`src/design/ber_tlv_stream_parser_core_assert.svh`:
```
// Assertion macros shared by the parser modules.
`ifndef BER_TLV_STREAM_PARSER_CORE_ASSERT_SVH
`define BER_TLV_STREAM_PARSER_CORE_ASSERT_SVH

// Implication checked on every clock edge outside reset.
`define BTP_ASSERT_IMPL(label, clk, rst_n, ante, cons, msg) \
    label: assert property (@(posedge clk) disable iff (!rst_n) (ante) |-> (cons)) \
        else $error(msg);

// Property that holds on the edge after the antecedent.
`define BTP_ASSERT_NEXT(label, clk, rst_n, ante, cons, msg) \
    label: assert property (@(posedge clk) disable iff (!rst_n) (ante) |=> (cons)) \
        else $error(msg);

`endif

```
`src/design/btp_pkg.sv`:
```
package btp_pkg;

    localparam int MaxDepth = 8;
    localparam int DepW = $clog2(MaxDepth + 1);
    localparam int IdxW = (MaxDepth > 1) ? $clog2(MaxDepth) : 1;
    localparam int QDepth = 4;
    localparam int QPtrW = $clog2(QDepth);
    localparam int QCntW = $clog2(QDepth + 1);
    localparam logic [7:0] ShortLenMax = 8'd127;
    localparam logic [7:0] LenIndef = 8'h80;
    localparam logic [7:0] LenLongMax = 8'h84;
    localparam logic [7:0] TagConstructed = 8'h20;

    typedef enum logic [2:0] {
        EV_HEADER = 3'd0,
        EV_CONTENT = 3'd1,
        EV_PRIM_END = 3'd2,
        EV_CLOSE = 3'd3,
        EV_ERROR = 3'd4
    } t_event_kind;

    typedef enum logic [1:0] {
        ERR_LEN_FORM = 2'd0,
        ERR_OVERRUN = 2'd1,
        ERR_INT_LONG = 2'd2,
        ERR_STACK = 2'd3
    } t_error_code;

    typedef enum logic [1:0] {
        PH_TAG = 2'd0,
        PH_LEN1 = 2'd1,
        PH_LENN = 2'd2,
        PH_CONTENT = 2'd3
    } t_phase;

    // Engine sequencer states.
    typedef enum logic [1:0] {
        S_IDLE = 2'd0,
        S_EV2 = 2'd1,
        S_CLOSE = 2'd2
    } t_eng_state;

    typedef struct packed {
        logic [7:0] data_byte;
        logic       frame_start;
    } t_in_item;

    typedef struct packed {
        logic [2:0]  event_kind;
        logic [7:0]  tag;
        logic [31:0] elem_length;
        logic [3:0]  depth;
        logic [7:0]  content_byte;
        logic [63:0] int_value;
        logic [1:0]  error_code;
        logic        last_result;
    } t_out_item;

    // Command from the front part: one accepted byte with its frame-start flag.
    typedef struct packed {
        logic [7:0] data_byte;
        logic       frame_start;
    } t_cmd;

    function automatic logic is_int_tag(input logic [7:0] t);
        return (t == 8'h02) || (t == 8'h41) || (t == 8'h42) || (t == 8'h43);
    endfunction

endpackage

```
`src/design/btp_if.sv`:
```
interface btp_in_if import btp_pkg::*; ();
    logic     valid;
    logic     ready;
    t_in_item payload;
    modport source (output valid, output payload, input ready);
    modport sink (input valid, input payload, output ready);
endinterface

interface btp_out_if import btp_pkg::*; ();
    logic      valid;
    logic      ready;
    t_out_item payload;
    modport source (output valid, output payload, input ready);
    modport sink (input valid, input payload, output ready);
endinterface

```
`src/design/btp_queue.sv`:
```
module btp_queue import btp_pkg::*; (
    input  logic i_clk,
    input  logic i_rst_n,
    input  logic i_push,
    input  t_cmd i_data,
    output logic o_full,
    input  logic i_pop,
    output logic o_empty,
    output t_cmd o_data
);
    t_cmd             r_mem [QDepth];
    logic [QPtrW-1:0] r_wr;
    logic [QPtrW-1:0] r_rd;
    logic [QCntW-1:0] r_cnt;

    assign o_full  = (r_cnt == QCntW'(QDepth));
    assign o_empty = (r_cnt == '0);
    assign o_data  = r_mem[r_rd];

    always_ff @(posedge i_clk) begin
        if (i_push && !o_full) begin
            r_mem[r_wr] <= i_data;
        end
    end

    always_ff @(posedge i_clk) begin
        if (!i_rst_n) begin
            r_wr  <= '0;
            r_rd  <= '0;
            r_cnt <= '0;
        end else begin
            if (i_push && !o_full) r_wr <= r_wr + 1'b1;
            if (i_pop && !o_empty) r_rd <= r_rd + 1'b1;
            r_cnt <= r_cnt + QCntW'(i_push && !o_full) - QCntW'(i_pop && !o_empty);
        end
    end
endmodule

```
`src/design/btp_engine.sv`:
```
`include "ber_tlv_stream_parser_core_assert.svh"
module btp_engine import btp_pkg::*; (
    input  logic      i_clk,
    input  logic      i_rst_n,
    input  logic      i_empty,
    input  t_cmd      i_cmd,
    output logic      o_pop,
    output logic      o_busy,
    output logic      o_valid,
    input  logic      i_ready,
    output t_out_item o_item
);
    // Engine sequencer: take byte, emit events one per cycle while the output is free, walk closes.
    t_eng_state r_st, n_st;
    t_phase      r_phase, n_phase;
    logic [7:0]  r_tag, n_tag;
    logic [31:0] r_len, n_len;
    logic [2:0]  r_lbl, n_lbl;
    logic [31:0] r_cleft, n_cleft;
    logic [63:0] r_acc, n_acc;
    logic [31:0] r_pos, n_pos;
    logic [DepW-1:0] r_lvl, n_lvl;
    logic        r_err, n_err;
    logic [31:0] r_cend [MaxDepth];
    logic [7:0]  r_ctag [MaxDepth];
    logic        w_push;
    logic [31:0] w_push_end;
    t_out_item   r_out, n_out;
    logic        r_ov, n_ov;
    t_out_item   r_pend, n_pend;

    logic [31:0] w_top_end, w_room;
    logic [IdxW-1:0] w_top;
    logic        w_has_parent, w_out_free, w_close_now;

    assign w_out_free = !r_ov || i_ready;
    assign o_valid = r_ov;
    assign o_item = r_out;
    assign o_busy = (r_st != S_IDLE) || r_ov;
    assign w_top = IdxW'(r_lvl - 1'b1);
    assign w_has_parent = (r_lvl != '0);
    assign w_top_end = r_cend[w_top];
    assign w_close_now = w_has_parent && (w_top_end == r_pos);

    function automatic t_out_item mk(input t_event_kind k, input logic [7:0] t,
            input logic [31:0] l, input logic [DepW-1:0] d, input logic [7:0] c,
            input logic [63:0] v, input t_error_code e, input logic last);
        t_out_item x;
        x.event_kind = k;
        x.tag = t;
        x.elem_length = l;
        x.depth = 4'(d);
        x.content_byte = c;
        x.int_value = v;
        x.error_code = e;
        x.last_result = last;
        return x;
    endfunction

    always_comb begin
        logic [7:0]  b;
        logic        rst;
        t_phase      ph;
        logic [31:0] pos, cur_end;
        logic [DepW-1:0] lvl;
        logic        exh;
        logic        do_fin;
        t_out_item   e1;
        logic        have1, have2, want_close;
        b = i_cmd.data_byte;
        rst = i_cmd.frame_start;
        n_st = r_st; n_phase = r_phase; n_tag = r_tag; n_len = r_len; n_lbl = r_lbl;
        n_cleft = r_cleft; n_acc = r_acc; n_pos = r_pos; n_lvl = r_lvl; n_err = r_err;
        n_out = r_out; n_ov = r_ov && !i_ready; n_pend = r_pend;
        o_pop = 1'b0; w_push = 1'b0; w_push_end = '0;
        w_room = '0;
        ph = r_phase; pos = r_pos; lvl = r_lvl; cur_end = w_top_end;
        exh = 1'b0; do_fin = 1'b0; e1 = '0; have1 = 1'b0; have2 = 1'b0;
        want_close = 1'b0;
        case (r_st)
            S_IDLE: begin
                if (!i_empty && w_out_free) begin
                    o_pop = 1'b1;
                    if (rst) begin
                        ph = PH_TAG; pos = '0; lvl = '0;
                        n_tag = '0; n_len = '0; n_lbl = '0; n_cleft = '0; n_acc = '0;
                        n_err = 1'b0;
                    end
                    if (!(r_err && !rst)) begin
                        pos = pos + 1'b1;
                        n_pos = pos;
                        exh = (lvl != '0) && (cur_end == pos);
                        w_room = cur_end - pos;
                        case (ph)
                            PH_TAG: begin
                                n_tag = b; n_len = '0; n_phase = PH_LEN1;
                                if (exh) begin
                                    e1 = mk(EV_ERROR, b, '0, lvl, '0, '0, ERR_OVERRUN, 1'b1);
                                    have1 = 1'b1; n_err = 1'b1;
                                end
                            end
                            PH_LEN1: begin
                                if (b <= ShortLenMax) begin
                                    n_len = {24'd0, b}; do_fin = 1'b1;
                                end else if (b == LenIndef || b > LenLongMax) begin
                                    e1 = mk(EV_ERROR, n_tag, n_len, lvl, '0, '0,
                                        ERR_LEN_FORM, 1'b1);
                                    have1 = 1'b1; n_err = 1'b1;
                                end else begin
                                    n_len = '0; n_lbl = b[2:0]; n_phase = PH_LENN;
                                    if (exh) begin
                                        e1 = mk(EV_ERROR, n_tag, '0, lvl, '0, '0,
                                            ERR_OVERRUN, 1'b1);
                                        have1 = 1'b1; n_err = 1'b1;
                                    end
                                end
                            end
                            PH_LENN: begin
                                n_len = {n_len[23:0], b};
                                n_lbl = n_lbl - 1'b1;
                                if (n_lbl == '0) do_fin = 1'b1;
                                else if (exh) begin
                                    e1 = mk(EV_ERROR, n_tag, n_len, lvl, '0, '0,
                                        ERR_OVERRUN, 1'b1);
                                    have1 = 1'b1; n_err = 1'b1;
                                end
                            end
                            default: begin
                                e1 = mk(EV_CONTENT, n_tag, n_len, lvl, b, '0,
                                    ERR_LEN_FORM, 1'b1);
                                have1 = 1'b1;
                                if (is_int_tag(n_tag)) n_acc = {n_acc[55:0], b};
                                n_cleft = n_cleft - 1'b1;
                                if (n_cleft == '0) begin
                                    have2 = 1'b1;
                                    n_pend = mk(EV_PRIM_END, n_tag, n_len, lvl, '0,
                                        is_int_tag(n_tag) ? n_acc : 64'd0,
                                        ERR_LEN_FORM, 1'b1);
                                    want_close = 1'b1;
                                end
                            end
                        endcase
                        if (do_fin) begin
                            if (lvl != '0 && n_len > w_room) begin
                                e1 = mk(EV_ERROR, n_tag, n_len, lvl, '0, '0,
                                    ERR_OVERRUN, 1'b1);
                                have1 = 1'b1; n_err = 1'b1;
                            end else if ((n_tag & TagConstructed) != '0) begin
                                if (lvl >= DepW'(MaxDepth)) begin
                                    e1 = mk(EV_ERROR, n_tag, n_len, lvl, '0, '0,
                                        ERR_STACK, 1'b1);
                                    have1 = 1'b1; n_err = 1'b1;
                                end else begin
                                    e1 = mk(EV_HEADER, n_tag, n_len, lvl, '0, '0,
                                        ERR_LEN_FORM, 1'b1);
                                    have1 = 1'b1;
                                    w_push = 1'b1; w_push_end = pos + n_len;
                                    lvl = lvl + 1'b1;
                                    n_phase = PH_TAG;
                                    // Only an empty container ends at this byte.
                                    want_close = (n_len == '0);
                                end
                            end else if (is_int_tag(n_tag) && n_len > 32'd8) begin
                                e1 = mk(EV_ERROR, n_tag, n_len, lvl, '0, '0,
                                    ERR_INT_LONG, 1'b1);
                                have1 = 1'b1; n_err = 1'b1;
                            end else begin
                                e1 = mk(EV_HEADER, n_tag, n_len, lvl, '0, '0,
                                    ERR_LEN_FORM, 1'b1);
                                have1 = 1'b1;
                                n_cleft = n_len; n_acc = '0;
                                if (n_len == '0) begin
                                    have2 = 1'b1;
                                    n_pend = mk(EV_PRIM_END, n_tag, '0, lvl, '0, '0,
                                        ERR_LEN_FORM, 1'b1);
                                    want_close = 1'b1;
                                end else begin
                                    n_phase = PH_CONTENT;
                                end
                            end
                        end
                        if (want_close) n_phase = PH_TAG;
                        // Clear the last flag when a second event or a close follows.
                        if (have2 || want_close) e1.last_result = 1'b0;
                        if (rst) n_phase = (ph == PH_TAG && !n_err && !do_fin &&
                            !have1) ? PH_LEN1 : n_phase;
                    end
                    n_lvl = lvl;
                    if (have1) begin
                        n_out = e1; n_ov = 1'b1;
                    end
                    if (have2) n_st = S_EV2;
                    else if (want_close) n_st = S_CLOSE;
                end
            end
            S_EV2: begin
                if (w_out_free) begin
                    n_out = n_pend; n_out.last_result = !w_close_now; n_ov = 1'b1;
                    n_st = w_close_now ? S_CLOSE : S_IDLE;
                end
            end
            default: begin
                if (!w_close_now) begin
                    n_st = S_IDLE;
                end else if (w_out_free) begin
                    n_lvl = r_lvl - 1'b1;
                    n_out = mk(EV_CLOSE, r_ctag[w_top], '0, n_lvl, '0, '0,
                        ERR_LEN_FORM, 1'b0);
                    n_out.last_result = !((n_lvl != '0) &&
                        (r_cend[IdxW'(n_lvl - 1'b1)] == r_pos));
                    n_ov = 1'b1;
                    if (n_out.last_result) n_st = S_IDLE;
                end
            end
        endcase
    end

    always_ff @(posedge i_clk) begin
        if (w_push) begin
            r_cend[IdxW'(n_lvl - 1'b1)] <= w_push_end;
            r_ctag[IdxW'(n_lvl - 1'b1)] <= n_tag;
        end
        r_out  <= n_out;
        r_pend <= n_pend;
        r_tag <= n_tag; r_len <= n_len; r_lbl <= n_lbl; r_cleft <= n_cleft;
        r_acc <= n_acc;
    end

    always_ff @(posedge i_clk) begin
        if (!i_rst_n) begin
            r_st <= S_IDLE; r_phase <= PH_TAG; r_pos <= '0; r_lvl <= '0;
            r_err <= 1'b0; r_ov <= 1'b0;
        end else begin
            r_st <= n_st; r_phase <= n_phase; r_pos <= n_pos; r_lvl <= n_lvl;
            r_err <= n_err; r_ov <= n_ov;
        end
    end

    `BTP_ASSERT_IMPL(a_lvl_bound, i_clk, i_rst_n, 1'b1, r_lvl <= DepW'(MaxDepth), "depth over max")
    `BTP_ASSERT_IMPL(a_pop_idle, i_clk, i_rst_n, o_pop, r_st == S_IDLE, "pop while busy")
    `BTP_ASSERT_NEXT(a_hold, i_clk, i_rst_n, r_ov && !i_ready, r_ov && $stable(r_out), "item dropped")
endmodule

```
`src/design/btp_front.sv`:
```
`include "ber_tlv_stream_parser_core_assert.svh"
module btp_front import btp_pkg::*; (
    input  logic i_clk,
    input  logic i_rst_n,
    btp_in_if.sink s_in,
    input  logic i_full,
    output logic o_push,
    output t_cmd o_cmd
);
    // Accept bytes into the queue while it has room.
    assign s_in.ready = !i_full;
    assign o_push = s_in.valid && !i_full;
    assign o_cmd.data_byte = s_in.payload.data_byte;
    assign o_cmd.frame_start = s_in.payload.frame_start;

    `BTP_ASSERT_IMPL(a_no_push_full, i_clk, i_rst_n, i_full, !o_push, "push while full")
    `BTP_ASSERT_IMPL(a_push_hs, i_clk, i_rst_n, o_push, s_in.valid && s_in.ready, "push off handshake")
    `BTP_ASSERT_IMPL(a_full_stall, i_clk, i_rst_n, i_full, !s_in.ready, "ready while full")
endmodule

```
`src/design/ber_tlv_stream_parser_core.sv`:
```
// Channel | Dir | Payload
// s_in    | in  | data_byte[7:0], frame_start
// m_out   | out | event_kind, tag, elem_length, depth, content_byte, int_value, error, last
// Flow: while idle and its output is free, the engine takes one byte from the queue per
// cycle; it loads one event per cycle into its output register while the output is free,
// and takes no new byte until all events of the last one are loaded.
// A four-entry queue between the byte intake and the event engine absorbs close runs.
// Reset: synchronous, active low; clears the queue, parser phase, depth and error hold.
// Stalls: a held output item stops the engine; the intake keeps filling the queue and
// drops ready while the queue is full.
module ber_tlv_stream_parser_core import btp_pkg::*; (
    input  logic i_clk,
    input  logic i_rst_n,
    btp_in_if.sink s_in,
    btp_out_if.source m_out
);
    logic w_full, w_push, w_pop, w_empty, w_busy;
    t_cmd w_cmd_in, w_cmd_out;

    // Intake: classify nothing beyond handshake, hold bytes in order.
    btp_front u_front (
        .i_clk(i_clk), .i_rst_n(i_rst_n), .s_in(s_in),
        .i_full(w_full), .o_push(w_push), .o_cmd(w_cmd_in)
    );

    btp_queue u_queue (
        .i_clk(i_clk), .i_rst_n(i_rst_n),
        .i_push(w_push), .i_data(w_cmd_in), .o_full(w_full),
        .i_pop(w_pop), .o_empty(w_empty), .o_data(w_cmd_out)
    );

    // Engine: advance the parse and emit events through its output register.
    btp_engine u_engine (
        .i_clk(i_clk), .i_rst_n(i_rst_n),
        .i_empty(w_empty), .i_cmd(w_cmd_out), .o_pop(w_pop), .o_busy(w_busy),
        .o_valid(m_out.valid), .i_ready(m_out.ready), .o_item(m_out.payload)
    );

    `BTP_ASSERT_IMPL(a_pop_nonempty, i_clk, i_rst_n, w_pop, !w_empty, "pop from empty queue")
    `BTP_ASSERT_IMPL(a_busy_valid, i_clk, i_rst_n, m_out.valid, w_busy, "valid while idle")
    `BTP_ASSERT_IMPL(a_queue_flow, i_clk, i_rst_n, w_push, !w_full, "push into full queue")
endmodule
```
`src/flat_wrapper.sv`:
```
// flat-port wrapper written by rule: the top's interface ports become plain ports
module ber_tlv_stream_parser_core_flat import btp_pkg::*;
  (i_clk, i_rst_n, s_in_valid, s_in_payload, s_in_ready, m_out_valid, m_out_payload, m_out_ready);
  btp_in_if s_in_i ();
  btp_out_if m_out_i ();
  input  logic i_clk;
  input  logic i_rst_n;
  input wire logic [$bits(s_in_i.valid)-1:0] s_in_valid;
  input wire logic [$bits(s_in_i.payload)-1:0] s_in_payload;
  output wire logic [$bits(s_in_i.ready)-1:0] s_in_ready;
  output wire logic [$bits(m_out_i.valid)-1:0] m_out_valid;
  output wire logic [$bits(m_out_i.payload)-1:0] m_out_payload;
  input wire logic [$bits(m_out_i.ready)-1:0] m_out_ready;
  assign s_in_i.valid = s_in_valid;
  assign s_in_i.payload = s_in_payload;
  assign s_in_ready = s_in_i.ready;
  assign m_out_valid = m_out_i.valid;
  assign m_out_payload = m_out_i.payload;
  assign m_out_i.ready = m_out_ready;
  ber_tlv_stream_parser_core u_core (.i_clk(i_clk), .i_rst_n(i_rst_n), .s_in(s_in_i), .m_out(m_out_i));
endmodule
```
`config.mk`:
```
export PLATFORM = sky130hd
export DESIGN_NAME = ber_tlv_stream_parser_core_flat
export DESIGN_NICKNAME = d
export VERILOG_FILES = /design/src/design/btp_pkg.sv /design/src/design/btp_if.sv /design/src/design/btp_queue.sv /design/src/design/btp_engine.sv /design/src/design/btp_front.sv /design/src/design/ber_tlv_stream_parser_core.sv /design/src/flat_wrapper.sv
export VERILOG_INCLUDE_DIRS = /design/src /design/src/design
export SDC_FILE = /design/constraint.sdc
export NUM_CORES = 2
export LEC_CHECK = 0
export BUFFER_PORTS_ARGS = -buffer_cell sky130_fd_sc_hd__buf_4
export CORE_UTILIZATION = 35
export DETAILED_ROUTE_END_ITERATION = 8
export SLEW_MARGIN = 20
export SYNTH_ARGS = -nofsm -noshare
export SYNTH_HDL_FRONTEND = slang
export SYNTH_HIERARCHICAL = 1
export SYNTH_SLANG_ARGS = --single-unit
```
`constraint.sdc`:
```
create_clock -name i_clk -period 16.94 [get_ports i_clk]
set_input_delay 0.847 -clock i_clk [delete_from_list [all_inputs] [get_ports i_clk]]
set_output_delay 0.847 -clock i_clk [all_outputs]
set_load 0.005 [all_outputs]
```
==> impl_metrics.ini <==
[status]
run_status = completed

[die]
ios = 137
num_rows = 126
die_w_um = 348
core_area_um2 = 118000
die_area_um2 = 121000
initial_core_util = 0.354
die_h_um = 348

[global_routing]
grt_pass1_wl_mm = 175
antenna_found_initial = 0
grt_max_degree = 139
grt_overflow_total = 0
grt_use_total = 0.187
grt_pass1_vias = 27900

[placed_design]
portBuffers = 136
dpl_cell_area_um2 = 44600
dp_hpwl_mm = 77.7
place_congestion = 0.935

[power]
p_int_mw = 4.34
clkPwrFrac = 0.279
power_density_nw_per_um2 = 138
p_switching_mw = 2.18
p_sw_frac = 0.334
combPwrFrac = 0.244
p_leak_nw = 15.7
vdd_drop_max_v = 0.000110
pwr-share-seq = 0.477

[worst_setup_path]
path_max_fanout = 59
cpMaxStageDelayCell = ha_4
slowest_delay_ps = 820
crit_path_end_kind = flop
worstSetupPathType = reg -> reg
worstPathRequired_ps = 17230
critical_path_arrival_ps = 12570
cp-start-kind = flop

[clock_tree]
post_cts_buffers = 0
cts_tree = yes
cts_buffers = 83
cts_resized = 0
clock_sinks = 781
clk_latency_ps = 660
root_buffer = clkbuf_16
cts.clk_slew.worst_paths_ps = 60
clk_path_buf_depth = 3
ctsHoldBuffers = 0
htreeDepth = 3

[sta]
period_needed_ps = 12280
finalHoldViolCount = 0
worstMarginPinSlew_ps = 1060
setup_tns_ps = 0
drv_slew = 0
relSlewSlack = 0.288
clock_skew_ps = 27.5
finalCritPeriodShare = 0.725
fmax_mhz = 81.5
setup_viol_count_final = 0
rsz0062_at_grt = no

[flow_run]
drv_cap = 0

[routing]
wire_per_inst_um = 22.3
highest_layer = met4
drc_errors = 0
route.met2.wl_mm = 53.3
dr_wl_met3_mm = 7.66
initialDrtViolationCount = 3481
num_vias = 29500
drt-met1-wl_mm = 52.5
vias_per_cell = 5.67
routed_wl_mm = 116
drt_first_pass_iters = 8
ant_nets = 0

[synthesis]
ys_warn_count = 6
synth.avg_cell_area_um2 = 12.0
syn-cell-area_um2 = 42000
postSynthCellCount = 3505
syn_nets = 3620

[finish]
fin_area_um2 = 47300
layout.nets = 3661
drive_above_1_share = 0.163
final_util = 0.400
syn_to_final_growth_pct = 12.8

[min_path]
hp-class = in -> reg
-- state kept, by name, indices dropped and copies added (netlist names), named ones only --
name,flops
u_core/u_engine/r_phase,2
u_core/u_engine/r_cleft,32
u_core/u_engine/r_tag,8
u_core/u_engine/o_item,122
u_core/u_engine/r_lbl,3
u_core/u_queue/r_mem,36
u_core/u_engine/r_cend,256
u_core/u_queue/r_wr,2
u_core/u_queue/r_rd,2
u_core/u_engine/r_pend,121
u_core/u_engine/r_st,2
u_core/u_engine/r_acc,56
u_core/u_engine/r_lvl,4
u_core/u_engine/r_pos,32
u_core/u_engine/o_valid,1
u_core/u_engine/r_err,1
u_core/u_engine/r_ctag,64
u_core/u_queue/r_cnt,3
u_core/u_engine/r_len,32
-- power groups by stage --
stage               clock network (mW)  registers, mW  logic [mW]
CTS                               1.86           3.09        1.58
finish                            1.82           3.10        1.59
detailed placement                   0           3.13        1.57
global route                      1.93           3.15        1.73
floorplan                            0           3.00        1.14
global placement                     0           3.12        1.55
-- path summary, 6_finish.rpt --
path	startpoint	endpoint	slack [ps]	cells past startpoint
worst min register to register	u_core/u_engine/r_phase[0]$_SDFFE_PN0P_	u_core/u_engine/r_phase[0]$_SDFFE_PN0P_	480	2
worst min-delay path	s_in_payload[1]	u_core/u_queue/r_mem[3][1]$_DFFE_PP_	400	1
worst max-delay path	u_core/u_engine/r_lvl[0]$_SDFF_PN0_	u_core/u_engine/r_cend[2][20]$_DFFE_PP_	4660	35
worst max register to register	u_core/u_engine/r_lvl[0]$_SDFF_PN0_	u_core/u_engine/r_cend[2][20]$_DFFE_PP_	4660	35
-- area by class of cell --
cell class              count  area (µm²)
multi-input cells        2390       17900
inverters                  84         320
diodes                      1        2.50
clock buffers             101        2190
flip-flops and latches    781       22900
fillers                 11100       71100
clock inverters            52         514
well taps                1600        2000
repair buffers            206        1560
-- layer usage --
| layer | up-vias | global-route usage |
|---|---|---|
| met5 | - | 0 |
| met4 | 0 | 0.0501 |
| met3 | 182 | 0.0223 |
| met2 | 1183 | 0.293 |
| met1 | 14800 | 0.274 |
| li1 | 13400 | - |
-- placed cells by master (no fill, tap or decap), drive strengths merged, types with 29 or more instances in the layout --
| cell | instances |
|---|---|
| xor2 | 69 |
| nor2b | 39 |
| a21oi | 225 |
| nor3b | 31 |
| nor2 | 311 |
| a22o | 115 |
| a21o | 29 |
| ha | 99 |
| o21ai | 139 |
| nor4 | 40 |
| and2 | 97 |
| nand2 | 356 |
| clkinv | 37 |
| nand3 | 43 |
| xnor2 | 94 |
| mux2i | 55 |
| clkbuf | 102 |
| edfxtp | 722 |
| dfxtp | 59 |
| inv | 87 |
| nor3 | 55 |
| mux2 | 29 |
| buf | 205 |
| a22oi | 71 |
| mux4 | 153 |
-- metrics by stage --
| stage | hold slack (ps) | power (mW) | setup slack, ps | std cells |
|---|---|---|---|---|
| 2_1_floorplan | 440 | 4.14 | 3930 | 3505 |
| 3_3_place_gp | 463 | 4.67 | 4900 | 5060 |
| 3_5_place_dp | 469 | 4.70 | 4720 | 5060 |
| 4_1_cts | 365 | 6.53 | 4670 | 5213 |
| 5_1_grt | 374 | 6.81 | 3810 | 5214 |
| 6_report | 399 | 6.51 | 4660 | 5215 |
-- worst max-delay path, delay by kind of cell, from the launching register on --
family                     cells  cell delay, ps
adders and majority gates      4            1530
AOI/OAI and AO/OA             16            4000
buffers and inverters          5            2440
muxes                          2             770
DFF                            1             710
and+or+nand+nor                6            1470
xor gates and xnor gates       2             850
Power figures use the tool's default switching activity.
